--- src/rtl/assert_macros.svh ---
// ----------------------------------------------------------------------------
// assertion macros
// shared concurrent assertion forms, compiled out with NO_ASSERTIONS
// ----------------------------------------------------------------------------
`ifndef ASSERT_MACROS_SVH
`define ASSERT_MACROS_SVH

`ifndef NO_ASSERTIONS

`define ASSERT_IMP(lbl, clk, rst_n, ante, cons) \
  lbl: assert property (@(posedge clk) disable iff (!rst_n) (ante) |-> (cons)) \
    else $error("assertion failed");

`define ASSERT_NXT(lbl, clk, rst_n, ante, cons) \
  lbl: assert property (@(posedge clk) disable iff (!rst_n) (ante) |=> (cons)) \
    else $error("assertion failed");

`else

`define ASSERT_IMP(lbl, clk, rst_n, ante, cons)

`define ASSERT_NXT(lbl, clk, rst_n, ante, cons)

`endif

`endif

--- src/rtl/bpog_pkg.sv ---
// ----------------------------------------------------------------------------
// bpog_pkg
// types and constants of the booklet page order generator
// ----------------------------------------------------------------------------
package bpog_pkg;

  localparam int IDX_W               = 17;
  localparam int QUAD_W              = 14;
  localparam int PHASE_W             = 2;
  localparam int PAGE_COUNT_BITS_DEF = 16;
  localparam int CFG_IDX_W           = 1;
  localparam int PAGE_ALIGN_MASK     = 3;

  // register indexes
  localparam logic [CFG_IDX_W-1:0] CFG_NUM_PAGES = 1'd0;
  localparam logic [CFG_IDX_W-1:0] CFG_SIG_QUADS = 1'd1;

  // phase within one group of four entries
  localparam logic [PHASE_W-1:0] PH_BACK_OUT = 2'd0;
  localparam logic [PHASE_W-1:0] PH_FRONT_A  = 2'd1;
  localparam logic [PHASE_W-1:0] PH_FRONT_B  = 2'd2;
  localparam logic [PHASE_W-1:0] PH_BACK_IN  = 2'd3;

  typedef struct packed {
    logic [IDX_W-1:0]   group_base;
    logic [IDX_W-1:0]   front_ptr;
    logic [IDX_W-1:0]   back_ptr;
    logic [PHASE_W-1:0] phase;
    logic               finished;
  } seq_state_t;

  typedef struct packed {
    logic [IDX_W-1:0] page_index;
    logic             is_blank;
    logic             is_last;
  } result_t;

endpackage

--- src/rtl/bpog_cfg_regs.sv ---
// ----------------------------------------------------------------------------
// bpog_cfg_regs
// configuration registers: page count and signature size in quads
// ----------------------------------------------------------------------------
module bpog_cfg_regs #(
  parameter int PAGE_COUNT_BITS = bpog_pkg::PAGE_COUNT_BITS_DEF
) (
  input  logic                                  clk,
  input  logic                                  rst_n,
  input  logic                                  cfg_valid,
  output logic                                  cfg_ready,
  input  logic [bpog_pkg::CFG_IDX_W-1:0]        cfg_index,
  input  logic [((PAGE_COUNT_BITS > bpog_pkg::QUAD_W) ?
                 PAGE_COUNT_BITS : bpog_pkg::QUAD_W)-1:0] cfg_wdata,
  output logic [PAGE_COUNT_BITS-1:0]            num_pages_r,
  output logic [bpog_pkg::QUAD_W-1:0]           sig_quads_r
);

  assign cfg_ready = 1'b1;

  always_ff @(posedge clk) begin
    if (!rst_n) begin
      num_pages_r <= '0;
      sig_quads_r <= '0;
    end else if (cfg_valid && cfg_ready) begin
      unique case (cfg_index)
        bpog_pkg::CFG_NUM_PAGES: num_pages_r <= cfg_wdata[PAGE_COUNT_BITS-1:0];
        bpog_pkg::CFG_SIG_QUADS: sig_quads_r <= cfg_wdata[bpog_pkg::QUAD_W-1:0];
        default: ;
      endcase
    end
  end

endmodule

--- src/rtl/bpog_step.sv ---
// ----------------------------------------------------------------------------
// bpog_step
// one sequence step: next page index, flags and next pointer state
// ----------------------------------------------------------------------------
module bpog_step #(
  parameter int PAGE_COUNT_BITS = bpog_pkg::PAGE_COUNT_BITS_DEF
) (
  input  bpog_pkg::seq_state_t         state,
  input  logic                         restart,
  input  logic [PAGE_COUNT_BITS-1:0]   num_pages,
  input  logic [bpog_pkg::QUAD_W-1:0]  sig_quads,
  output logic                         emit,
  output bpog_pkg::result_t            res,
  output bpog_pkg::seq_state_t         state_nxt
);

  localparam int IW = bpog_pkg::IDX_W;
  localparam int CW = ((IW > PAGE_COUNT_BITS + 1) ? IW : PAGE_COUNT_BITS + 1) + 1;

  logic [CW-1:0] np_ext;
  logic [CW-1:0] sig_size;
  logic [CW-1:0] grp_next;
  logic [IW-1:0] sig_lo;
  logic [IW-1:0] idx;
  logic [IW-1:0] front_step;
  logic [IW-1:0] back_step;
  logic          last;

  always_comb begin
    np_ext = CW'(num_pages);
    if (sig_quads == '0) begin
      sig_size = (np_ext + CW'(bpog_pkg::PAGE_ALIGN_MASK)) & ~CW'(bpog_pkg::PAGE_ALIGN_MASK);
    end else begin
      sig_size = CW'({sig_quads, 2'b00});
    end
    sig_lo     = sig_size[IW-1:0];
    grp_next   = CW'(state.group_base) + sig_size;
    front_step = state.front_ptr + IW'(1);
    back_step  = state.back_ptr - IW'(1);

    state_nxt = state;
    emit      = 1'b0;
    idx       = '0;
    last      = 1'b0;

    if (restart) begin
      state_nxt.group_base = '0;
      state_nxt.front_ptr  = '0;
      state_nxt.finished   = (np_ext == '0) || (sig_size == '0);
      idx                  = sig_lo - IW'(1);
      if (state_nxt.finished) begin
        state_nxt.back_ptr = sig_lo - IW'(1);
        state_nxt.phase    = bpog_pkg::PH_BACK_OUT;
      end else begin
        emit               = 1'b1;
        state_nxt.back_ptr = sig_lo - IW'(2);
        state_nxt.phase    = bpog_pkg::PH_FRONT_A;
      end
    end else if (!state.finished) begin
      emit = 1'b1;
      unique case (state.phase)
        bpog_pkg::PH_BACK_OUT, bpog_pkg::PH_BACK_IN: begin
          idx                = state.back_ptr;
          state_nxt.back_ptr = back_step;
        end
        bpog_pkg::PH_FRONT_A, bpog_pkg::PH_FRONT_B: begin
          idx                 = state.front_ptr;
          state_nxt.front_ptr = front_step;
        end
        default: ;
      endcase

      if (state.phase == bpog_pkg::PH_BACK_IN) begin
        state_nxt.phase = bpog_pkg::PH_BACK_OUT;
        // pointers met: move on to the next signature group or stop
        if (state.front_ptr >= back_step) begin
          if ((sig_size == '0) || (grp_next >= np_ext)) begin
            state_nxt.finished = 1'b1;
            last               = 1'b1;
          end else begin
            state_nxt.group_base = grp_next[IW-1:0];
            state_nxt.front_ptr  = grp_next[IW-1:0];
            state_nxt.back_ptr   = grp_next[IW-1:0] + sig_lo - IW'(1);
          end
        end
      end else begin
        state_nxt.phase = state.phase + bpog_pkg::PHASE_W'(1);
      end
    end

    res.page_index = idx;
    res.is_blank   = (CW'(idx) >= np_ext);
    res.is_last    = last;
  end

endmodule

--- src/rtl/booklet_page_order_generator.sv ---
// ----------------------------------------------------------------------------
// booklet_page_order_generator
// emits the booklet imposition page order, at most one page index per request
// ----------------------------------------------------------------------------
// usage
//   write num_pages (index 0) and signature_quads (index 1, 0 = automatic)
//   on the cfg channel while the block is idle; cfg_ready is always high
//   each transfer on the in channel asks for one entry: restart = 1 begins
//   the sequence anew, restart = 0 asks for the next entry
//   a request gives one result on the out channel, or none when the
//   sequence is finished or empty
//   a request is held in the request register, then its result in the result
//   register; one request per cycle is taken while out_stall is low, and
//   the state update lies combinationally between the two registers
//   reset leaves the configuration registers at zero and the sequence finished, so
//   requests without restart give no result
//   when out_stall is high the result holds and the request register fills,
//   then in_stall rises; nothing is lost or repeated
// ----------------------------------------------------------------------------
`include "assert_macros.svh"

module booklet_page_order_generator #(
  parameter int PAGE_COUNT_BITS = bpog_pkg::PAGE_COUNT_BITS_DEF
) (
  input  logic                                  clk,
  input  logic                                  rst_n,
  input  logic                                  cfg_valid,
  output logic                                  cfg_ready,
  input  logic [bpog_pkg::CFG_IDX_W-1:0]        cfg_index,
  input  logic [((PAGE_COUNT_BITS > bpog_pkg::QUAD_W) ?
                 PAGE_COUNT_BITS : bpog_pkg::QUAD_W)-1:0] cfg_wdata,
  input  logic                                  in_valid,
  output logic                                  in_stall,
  input  logic                                  in_restart,
  output logic                                  out_valid,
  input  logic                                  out_stall,
  output logic [bpog_pkg::IDX_W-1:0]            out_page_index,
  output logic                                  out_is_blank,
  output logic                                  out_is_last
);

  logic [PAGE_COUNT_BITS-1:0]     num_pages_r;
  logic [bpog_pkg::QUAD_W-1:0]    sig_quads_r;

  logic                           req_v_r;
  logic                           req_restart_r;
  logic                           out_free;
  logic                           fire;

  bpog_pkg::seq_state_t           state_r;
  bpog_pkg::seq_state_t           state_nxt;
  logic                           step_emit;
  bpog_pkg::result_t              step_res;
  bpog_pkg::result_t              res_r;
  logic                           out_v_r;

  bpog_cfg_regs #(
    .PAGE_COUNT_BITS (PAGE_COUNT_BITS)
  ) u_cfg (
    .clk         (clk),
    .rst_n       (rst_n),
    .cfg_valid   (cfg_valid),
    .cfg_ready   (cfg_ready),
    .cfg_index   (cfg_index),
    .cfg_wdata   (cfg_wdata),
    .num_pages_r (num_pages_r),
    .sig_quads_r (sig_quads_r)
  );

  bpog_step #(
    .PAGE_COUNT_BITS (PAGE_COUNT_BITS)
  ) u_step (
    .state     (state_r),
    .restart   (req_restart_r),
    .num_pages (num_pages_r),
    .sig_quads (sig_quads_r),
    .emit      (step_emit),
    .res       (step_res),
    .state_nxt (state_nxt)
  );

  assign out_free = !out_v_r || !out_stall;
  assign fire     = req_v_r && out_free;
  assign in_stall = req_v_r && !out_free;

  // request register
  always_ff @(posedge clk) begin
    if (!rst_n) begin
      req_v_r <= 1'b0;
    end else if (!in_stall) begin
      req_v_r <= in_valid;
    end
  end

  always_ff @(posedge clk) begin
    if (in_valid && !in_stall) begin
      req_restart_r <= in_restart;
    end
  end

  // sequence state
  always_ff @(posedge clk) begin
    if (!rst_n) begin
      state_r <= '{group_base: '0, front_ptr: '0, back_ptr: '0,
                   phase: bpog_pkg::PH_BACK_OUT, finished: 1'b1};
    end else if (fire) begin
      state_r <= state_nxt;
    end
  end

  // result register
  always_ff @(posedge clk) begin
    if (!rst_n) begin
      out_v_r <= 1'b0;
    end else if (fire) begin
      out_v_r <= step_emit;
    end else if (!out_stall) begin
      out_v_r <= 1'b0;
    end
  end

  always_ff @(posedge clk) begin
    if (fire && step_emit) begin
      res_r <= step_res;
    end
  end

  assign out_valid      = out_v_r;
  assign out_page_index = res_r.page_index;
  assign out_is_blank   = res_r.is_blank;
  assign out_is_last    = res_r.is_last;

  `ASSERT_IMP(a_finished_phase, clk, rst_n, state_r.finished,
              state_r.phase == bpog_pkg::PH_BACK_OUT)
  `ASSERT_NXT(a_last_finishes, clk, rst_n, fire && step_emit && step_res.is_last,
              state_r.finished)
  `ASSERT_NXT(a_no_result_after_end, clk, rst_n,
              fire && state_r.finished && !req_restart_r, !out_valid)
  `ASSERT_IMP(a_stall_needs_req, clk, rst_n, in_stall, req_v_r && out_v_r)

endmodule
--- config.mk ---
export PLATFORM = sky130hd
export DESIGN_NAME = booklet_page_order_generator
export DESIGN_NICKNAME = d
export VERILOG_FILES = /design/src/rtl/bpog_pkg.sv /design/src/rtl/bpog_cfg_regs.sv /design/src/rtl/bpog_step.sv /design/src/rtl/booklet_page_order_generator.sv
export VERILOG_INCLUDE_DIRS = /design/src /design/src/rtl
export SDC_FILE = /design/constraint.sdc
export NUM_CORES = 1
export LEC_CHECK = 0
export ABC_CLOCK_PERIOD_IN_PS = 17950
export BUFFER_PORTS_ARGS = -buffer_cell sky130_fd_sc_hd__buf_2
export CORE_ASPECT_RATIO = 0.75
export CORE_MARGIN = 2
export CORE_UTILIZATION = 60
export DETAILED_ROUTE_END_ITERATION = 7
export PLACE_DENSITY = 0.78
export SKIP_CTS_REPAIR_TIMING = 1
export SLEW_MARGIN = 20
export SYNTH_ARGS = -nofsm -noshare
export SYNTH_HDL_FRONTEND = slang
export SYNTH_SLANG_ARGS = --single-unit
--- constraint.sdc ---
create_clock -name clk -period 17.95 [get_ports clk]
set_clock_uncertainty 0.15 [all_clocks]
set_input_delay 0.8975 -clock clk [delete_from_list [all_inputs] [get_ports clk]]
set_output_delay 0.8975 -clock clk [all_outputs]
set_load 0.05 [all_outputs]
* Yosys cells after proc, flatten, opt, wreduce, memory -nomap -nowiden
Cells that the tools add are included.
** Cells by class
- Add/subtract/negate cells :: 9
- $mul :: 0
- Div/mod/pow operators :: 0
- $lt $le $gt $ge :: 3
- Equality and inequality tests :: 6
- Shifts and indexed selects :: 0
- Multiplexer cells :: 21
- Bitwise operators :: 1
- Reductions and logical operators :: 24
** Operators with widths (number)
- $mux 51 :: 3
- $mux 54 :: 2
- $mux 17 :: 4
- $sub 17x1->17 const B :: 3
- $pmux 17 s2 :: 1
- $mux 19 :: 1
- $add 17x18->18 :: 1
- $ge 18x16->1 :: 1
- $logic_not 18->1 :: 1
- $mux 18 :: 1
- $add 16x2->17 const B :: 1
- $add 17x1->17 const B :: 1
- $add 17x17->17 :: 1
- $ge 17x16->1 :: 1
- $ge 17x17->1 :: 1
- $sub 17x2->17 const B :: 1
- $logic_not 16->1 :: 1
- $logic_not 14->1 :: 1
- $mux 1 :: 8
- $reduce_and 2->1 :: 3
- $reduce_or 2->1 :: 3
- $reduce_and 5->1 :: 1
- $eq 2x2->1 const B :: 2
- $logic_and 1x1->1 :: 4
- 10 further kinds :: 17
** Word-level totals
- Register bits :: 106
- Bits in latches :: 0
- Memory bits (writable) :: 0
- ROM bits :: 0
- Output and inout bits :: 22
- Word-level logic and storage cells :: 77
- Memories :: 0

* Logic depth before layout (Yosys ltp)
Gate-level depths: netlist of run 1.
- Depth in word-level cells :: 10
- Mapped depth :: 27

* By module
From an unflattened synthesis of run 1, not the netlist that was laid out.
** Unflattened totals
- Cells, all modules :: 1293
- Area total of the unflattened synthesis :: 10154.7 um2
** Modules (own cells, without submodules)
- bpog_step :: instances 1, cells each 910, area each 6060.8 um2
- booklet_page_order_generator :: instances 1, cells each 264, area each 2904.0 um2
- bpog_cfg_regs :: instances 1, cells each 119, area each 1189.9 um2

* Least setup slack after synthesis of run 1
No wires, ideal clock.
- Kind :: register to register
- From :: reg u_cfg.sig_quads_r[6] (netlist name)
- To :: reg state_r[13] (netlist name)
- Setup time :: 92 ps
- Arrival :: 5373 ps
- Setup slack :: 12335 ps
- Stages on the path, launching flop included :: 27
- Cell sequence :: dfxtp_1 nor4_1 nand4_1 nor2_1 clkbuf_1 a31oi_1 inv_1 ha_1 inv_1 fa_1 nor2b_1 o2111ai_1 a21oi_1 o21ai_0 a21oi_1 xor2_1 ha_1 a21o_1 a211o_1 a211oi_1 o2111a_1 and3_1 clkbuf_1 buf_2 buf_2 nor2_1 o32ai_1
** Between the ends
- Word-level cells in the longest chain between the ends :: 10
** Ends and longest elaborated chain
- start: declaration :: line bpog_cfg_regs.sv:16 : output logic [bpog_pkg::QUAD_W-1:0] sig_quads_r
- start signal: assignment :: line bpog_cfg_regs.sv:28 : bpog_pkg::CFG_SIG_QUADS: sig_quads_r <= cfg_wdata[bpog_pkg::QUAD_W-1:0];
- $logic_not 14->1 :: line bpog_step.sv:31 : if (sig_quads == '0) begin
- $mux 18 (*) :: line bpog_step.sv:31
- $add 17x18->18 :: line bpog_step.sv:37 : grp_next = CW'(state.group_base) + sig_size;
- $add 17x17->17 or $ge 18x16->1 (tied branches) :: line bpog_step.sv:83, bpog_step.sv:77
- $sub 17x1->17 or $logic_or 1x1->1 (tied branches) :: line bpog_step.sv:83, bpog_step.sv:77
- $mux 51 :: line bpog_step.sv:77 : if ((sig_size == '0) || (grp_next >= np_ext)) begin
- $mux 51 :: line bpog_step.sv:76 : if (state.front_ptr >= back_step) begin
- $mux 51 :: line bpog_step.sv:73 : if (state.phase == bpog_pkg::PH_BACK_IN) begin
- $mux 54 :: line bpog_step.sv:59 : end else if (!state.finished) begin
- $mux 54 (*) :: line bpog_step.sv:46 : if (restart) begin
- end signal: assignment :: line booklet_page_order_generator.sv:104 : state_r <= '{group_base: '0, front_ptr: '0, back_ptr: '0,
- end signal: assignment :: line booklet_page_order_generator.sv:107 : state_r <= state_nxt;
- end: declaration :: line booklet_page_order_generator.sv:50 : bpog_pkg::seq_state_t state_r;
Every way passes the cells marked *; elsewhere a longest branch is shown, timed or not. The select of a mux whose other input is x is not followed.
A chain may end at the register's enable or synchronous reset.

* Worst setup path after layout of run 1
- From :: reg u_cfg.sig_quads_r[6] (netlist name)
- To :: reg state_r[4] (netlist name)
** Between the ends
- Word-level cells in the longest chain between the ends :: 10
** Ends and longest elaborated chain (line)
- $logic_not 14->1 :: bpog_step.sv:31
- $mux 18 (*) :: bpog_step.sv:31
- $add 17x18->18 :: bpog_step.sv:37
- $ge 18x16->1 :: bpog_step.sv:77
- $logic_or 1x1->1 :: bpog_step.sv:77
- $mux 51 :: bpog_step.sv:77
- $mux 51 :: bpog_step.sv:76
- $mux 51 :: bpog_step.sv:73
- $mux 54 :: bpog_step.sv:59
- $mux 54 (*) :: bpog_step.sv:46
Marked as above.

==> results of run 1 <==
-- where the power goes --
part           total (mW)  internal, mW  switching (mW)  leakage [nW]
clock               0.203         0.101           0.101         0.143
combinational       0.271         0.102           0.169          2.96
sequential          0.259         0.248          0.0112         0.871
total               0.732         0.451           0.281          3.98
-- synth_stat cells, drive strengths merged (19+ instances only) --
cell	count	area, um2
nand2	126	473
o21ai	50	250
mux2i	34	340
nor4	19	125
nor3	23	120
dfxtp	84	1680
nor2	58	218
a31oi	21	131
nand3	31	155
inv	85	319
nand4	21	131
a21oi	84	420
ha	94	1180
xor2	31	272
edfxtp	20	601
xnor2	41	359
clkbuf	48	180
-- final cells by class --
type | count | area [um2] | area share [%]
Clock buffer | 10 | 239 | 2.54
Sequential cell | 104 | 2280 | 24.3
Timing Repair Buffer | 54 | 298 | 3.17
Inverter | 86 | 323 | 3.43
Multi-Input combinational cell | 856 | 5950 | 63.3
Tap cell | 200 | 250 | 2.66
Clock inverter | 6 | 58.8 | 0.626
-- cell families (layout without fill, tap and decap cells) --
kind of cell    count (synthesis)  in the layout
xor+xnor                       72             72
fa+ha+maj                      96             96
other cells                     2              2
buf+inv                       143            156
simple gates                  356            356
mux                            34             34
flops                         104            104
compound gates                296            296
-- stage by stage --
step | power (mW) | cells | util (%)
4_1_cts | 0.724 | 1316 | 65.4
3_3_place_gp | 0.520 | 1300 | 63.3
2_1_floorplan | 0.456 | 1103 | -
3_5_place_dp | 0.523 | 1300 | 63.3
6_report | 0.732 | 1316 | 65.4
5_1_grt | 0.767 | 1316 | 65.4
-- worst paths after layout --
path	startpoint	end	slack [ps]	depth (start not counted)
max reg2reg	u_cfg.sig_quads_r[6]	state_r[4]	10680	23
max	u_cfg.sig_quads_r[6]	state_r[4]	10680	23
min	state_r[47]	state_r[47]	330	2
min reg2reg	state_r[47]	state_r[47]	330	2
-- metal layers --
layer / up-vias / share of wire [%] / track usage (%)
met3: 69 / 13 / 8.52
li1: 4024 / - / -
met1: 3996 / 43 / 51.6
met2: 536 / 42 / 54.0
met4: 0 / 2.8 / 11.4
met5: - / 0 / 0
-- registers in the layout, indices dropped and copies added (netlist names) --
register	cells
state_r	52
out_is_last	1
out_valid	1
u_cfg.num_pages_r	16
out_page_index	17
out_is_blank	1
req_v_r	1
req_restart_r	1
u_cfg.sig_quads_r	14
-- worst max-delay path, cell delays in order, from the launching register on --
cell and delay (ps):
dfxtp_1 350, nor4_1 600, nand4_1 230, nor2_1 710, a31oi_1 400, inv_1 140
ha_1 210, inv_1 70, fa_1 400, nor2b_1 180, o2111ai_1 170, a21oi_1 200
o21ai_0 110, a21oi_1 180, xor2_1 310, ha_1 310, a21o_1 170, a211o_1 290
a211oi_1 310, o2111a_1 350, nand3_1 430, buf_4 430, a31o_2 280, a211oi_1 200
==> impl_metrics.py, run 1 <==
metrics = {
    "global_routing": {
        "grt_pass1_wl_um": 43000,
        "track_usage_pct": 36.1,
        "antenna_found_initial": 1,
        "grt-ovfl-total": 0,
        "grt_max_degree": 52,
        "first_global_vias": 7868,
    },
    "cts": {
        "cts.sinks": 104,
        "clk_pin_slew_ps": 80,
        "clockBufferDepth": 2,
        "htree_levels": 3,
        "cts-root-buf": "clkbuf_16",
        "cts_tree": "built",
        "worst_skew_pair.late_latency_ps": 370,
        "cts_buffers": 9,
    },
    "pwr": {
        "power_density_nw_per_um2": 77.9,
        "vdd_drop_max_v": 0.0000526,
        "p_leak_nw": 3.98,
    },
    "synth": {
        "dominantRegCellSynth": "dfxtp_1",
        "synth_nets": 1222,
        "synth_xor_area_share_pct": 7.19,
        "synth-adder-area-share_pct": 13.9,
        "synth-edff-count": 20,
        "synthCells": 1103,
        "synth-simple-area-share_pct": 20.2,
        "synth_warnings": 0,
        "ys_ff_latch": 104,
        "ys_types": 76,
        "synth-compound-area-share_pct": 22.5,
        "synthArstFlopShare_pct": 0,
        "synthMuxAreaShare_pct": 3.88,
        "ys_seq_area_share_pct": 26.0,
        "syn_area_um2": 8760,
        "synth_top_family_by_area": "compound AO/OA/AOI/OAI gates",
        "synth_area_per_cell_um2": 7.95,
    },
    "sta": {
        "max_slew_margin_pct": 39.2,
        "fin_crit_ps": 7270,
        "min_period_over_period_pct": 40.5,
        "finalSetupTns_ps": 0,
        "layout_setup_ws_ps": 10680,
        "rsz0062_at_grt": "no",
        "setup_viol": 0,
        "timing.fmax_mhz": 138,
        "hold_slack_ps": 326,
        "finalHoldViolations": 0,
        "drv_slew": 0,
        "worst_pin_slew_ps": 912,
    },
    "status": {
        "status": "complete, no violations",
    },
    "flow_run": {
        "maxCapViolations": 0,
    },
    "routing": {
        "remaining_drc_errors": 0,
        "firstDrtPassIters": 6,
        "vias_per_cell": 6.55,
        "ant_nets": 0,
        "drt_wl_total_um": 27500,
        "dr_total_vias": 8625,
        "wl_per_cell_um": 20.9,
        "dr.first_iter.drc_count": 1116,
    },
    "placement": {
        "placed_area_um2": 9090,
        "hpwl_um": 20600,
        "place_ws_ps": 11040,
        "io_buffers": 43,
        "place.gp.congestion": 1.04,
    },
    "layout": {
        "nets": 1230,
        "area_growth_pct": 7.22,
        "final_cell_mix": "126 x nand2_1, 94 x ha_1, 84 x inv_1, 84 x a21oi_1, 84 x dfxtp_1",
        "num_antenna_cells": 0,
        "drive_gt1_share_pct": 9.68,
        "finish.instance_area_um2": 9400,
        "fillers": 1284,
        "final_common_cell": "nand2_1",
    },
    "hold_path": {
        "hp-class": "reg2reg",
    },
    "floorplan": {
        "io_pins": 45,
        "die-area_um2": 15600,
        "die_h_um": 109,
        "start_util_pct": 61.0,
        "die-width_um": 144,
        "core_um2": 14400,
        "num_rows": 38,
    },
    "setup_path": {
        "worstPathArrival_ps": 7400,
        "crit_fanout": 27,
        "worst_ep_required_time_ps": 18090,
        "start_kind": "flop",
        "end_kind": "flop",
        "crit_type": "reg2reg",
    },
}
No activity file was read; power rests on OpenSTA's default activity.
==> run 2: changes to the inputs <==
- ABC_AREA: not set -> 1
- ABC_CLOCK_PERIOD_IN_PS: 17950 -> 5800
- CORE_UTILIZATION: 60 -> 57
- clock period: 17.95 -> 5.8 ns (I/O delays scaled with it)
==> run 2 against run 1 <==
Setup slack worse by 10000 ps; core utilization is 2.6 points lower; sequential share of layout area fell by 1.8 points; via count increased by 16%; die area increased by 14%; synthesized cell count is 31% higher; sequential power rose to 3.1 times the previous value; final cell count rose by 28%; non-clock buffer count up 6; fmax increased by 36%; combinational power rose to 4.6 times the previous value; wire length grew 16%; largest power group unchanged.
==> impl_metrics.py, run 2 <==
metrics = {
    "layout": {
        "fillers": 1520,
        "largest_reg_flops": 52,
        "multi_input_area_um2": 6210,
        "final_util_pct": 62.8,
        "drive_gt1_share_pct": 12.1,
        "area_growth_pct": 6.60,
        "final_common_cell": "nand2_1",
        "largest-register": "state_r",
        "final_cell_mix": "358 x nand2_1, 190 x inv_1, 130 x nor2_1",
        "nets": 1591,
        "regArea_um2": 2280,
    },
    "placement": {
        "io_buffers": 43,
        "hpwl_um": 24600,
        "place.gp.congestion": 1.08,
    },
    "global_routing": {
        "grt_pass1_wl_um": 49600,
        "grt-ovfl-total": 0,
        "grt_max_degree": 57,
        "first_global_vias": 8975,
        "antenna_found_initial": 0,
        "track_usage_pct": 36.3,
    },
    "sta": {
        "finalSetupTns_ps": 0,
        "setup_viol": 0,
        "min_period_over_period_pct": 92.4,
        "drv_slew": 0,
        "worst_pin_slew_ps": 1110,
        "hold_slack_ps": 29.6,
        "rsz0062_at_grt": "no",
        "fin_crit_ps": 5360,
        "finalHoldViolations": 0,
        "max_slew_margin_pct": 26.1,
        "timing.fmax_mhz": 187,
    },
    "setup_path": {
        "critical_path.slowest_cell": "xor2_1",
        "worst_ep_required_time_ps": 5900,
        "end_kind": "flop",
        "crit_top_cell": "nand2_1",
        "slowest_delay_ps": 430,
        "start_kind": "flop",
        "crit_type": "reg2reg",
        "crit_fanout": 27,
        "worstPathArrival_ps": 5470,
    },
    "synth": {
        "syn_area_um2": 9530,
        "synthTopCellsByCount": "358 x nand2_1, 190 x inv_1, 131 x nor2_1",
        "synth_area_per_cell_um2": 6.58,
        "synth_nets": 1567,
        "ys_seq_area_share_pct": 23.9,
        "synthMostInstantiatedCell": "nand2_1",
        "dominantRegCellSynth": "dfxtp_1",
        "synthCells": 1448,
        "post-synth-top-area-cell": "dfxtp_1",
        "ys_types": 50,
        "synth-edff-count": 20,
        "synthArstFlopShare_pct": 0,
        "yosysTopAreaCellShare_pct": 17.6,
        "netlist_top_cells_area": "dfxtp_1 18%, nand2_1 14%, ha_1 12%, inv_1 7.5%, edfxtp_1 6.3%",
        "ys_ff_latch": 104,
        "synth_warnings": 0,
    },
    "routing": {
        "drt_wl_total_um": 31800,
        "wl_per_cell_um": 18.8,
        "dr_total_vias": 9982,
        "firstDrtPassIters": 6,
        "remaining_drc_errors": 0,
        "ant_nets": 0,
        "dr.first_iter.drc_count": 1217,
        "vias_per_cell": 5.91,
    },
    "cts": {
        "cts_tree": "built",
        "worst_skew_pair.late_latency_ps": 380,
        "clockBufferDepth": 2,
        "htree_levels": 3,
        "cts_buffers": 9,
        "clk_pin_slew_ps": 80,
        "cts.sinks": 104,
        "cts-root-buf": "clkbuf_16",
    },
    "floorplan": {
        "die-width_um": 153,
        "start_util_pct": 58.9,
        "core_um2": 16200,
        "die_h_um": 116,
        "num_rows": 40,
        "io_pins": 45,
        "die-area_um2": 17800,
    },
    "pwr": {
        "vdd_drop_max_v": 0.000185,
        "power_density_nw_per_um2": 267,
        "p_leak_nw": 4.97,
    },
    "flow_run": {
        "maxCapViolations": 0,
    },
    "hold_path": {
        "hp-class": "in2reg",
    },
    "status": {
        "status": "complete, no violations",
    },
}
-- run 2: changes by cell type after synthesis, sizes merged, moves of 19 or more --
cell,delta
nand2,+270
inv,+112
nor2,+87
o21ai,+83
nand3,+43
a21oi,+40
mux2i,-33
xnor2,-28
clkbuf,-19
-- run 2: path summary, 6_finish.rpt --
check | to | cells past startpoint | slack, ps | startpoint
max | state_r[40] | 30 | 440 | u_cfg.sig_quads_r[11]
min | req_v_r | 3 | 30 | in_valid
max reg2reg | state_r[40] | 30 | 440 | u_cfg.sig_quads_r[11]
min reg2reg | state_r[2] | 2 | 320 | state_r[2]
-- run 2: cell families (layout without fill, tap and decap cells) --
kind of cell	count (synthesis)	count (layout)	share of synthesized area, %
muxes	1	1	0.105
and+or+nand+nor	671	671	31.3
xor gates and xnor gates	52	52	4.78
other	2	3	0.0788
buffers and inverters	246	275	10.9
adders and majority gates	96	96	12.8
AOI/OAI and AO/OA	276	276	16.1
DFF	104	104	23.9
-- run 2: critical path: cells and delay by family (launching register included) --
| family | cells | cell delay [ps] |
|---|---|---|
| simple gates | 18 | 2140 |
| buf+inv | 3 | 370 |
| flops | 1 | 330 |
| fa+ha+maj | 3 | 860 |
| compound gates | 5 | 950 |
| xor+xnor | 1 | 430 |
-- run 2: power by group --
group          internal (mW)  switching, mW
sequential             0.776         0.0301
combinational          0.407          0.854
clock                  0.311          0.339
total                   1.49           1.22
-- run 2: metal layers --
layer | track usage, % | vias to the layer above | routed length [um]
li1 | - | 4737 | -
met1 | 52.1 | 4512 | 13600
met2 | 50.6 | 659 | 12400
met3 | 12.1 | 72 | 4940
met4 | 11.7 | 2 | 797
met5 | 2.91 | - | 73
-- run 2: stage by stage --
step | setup slack [ps] | power, mW | std cells | area, um2
global placement | 675 | 2.01 | 1670 | 9840
finish | 438 | 2.72 | 1688 | 10200
floorplan | 1460 | 1.71 | 1448 | 9530
CTS | 487 | 2.67 | 1686 | 10100
global route | 2.21 | 2.88 | 1687 | 10200
detailed placement | 521 | 2.03 | 1670 | 9840
-- run 2: final cells by class --
| type | instances | share of cell area, % |
|---|---|---|
| antenna | 1 | 0.0246 |
| clock buffer | 9 | 2.22 |
| clock inverter | 7 | 0.776 |
| inverter | 199 | 7.40 |
| multi-input combinational | 1098 | 61.1 |
| sequential | 104 | 22.5 |
| tap | 210 | 2.59 |
| timing repair buffer | 60 | 3.40 |
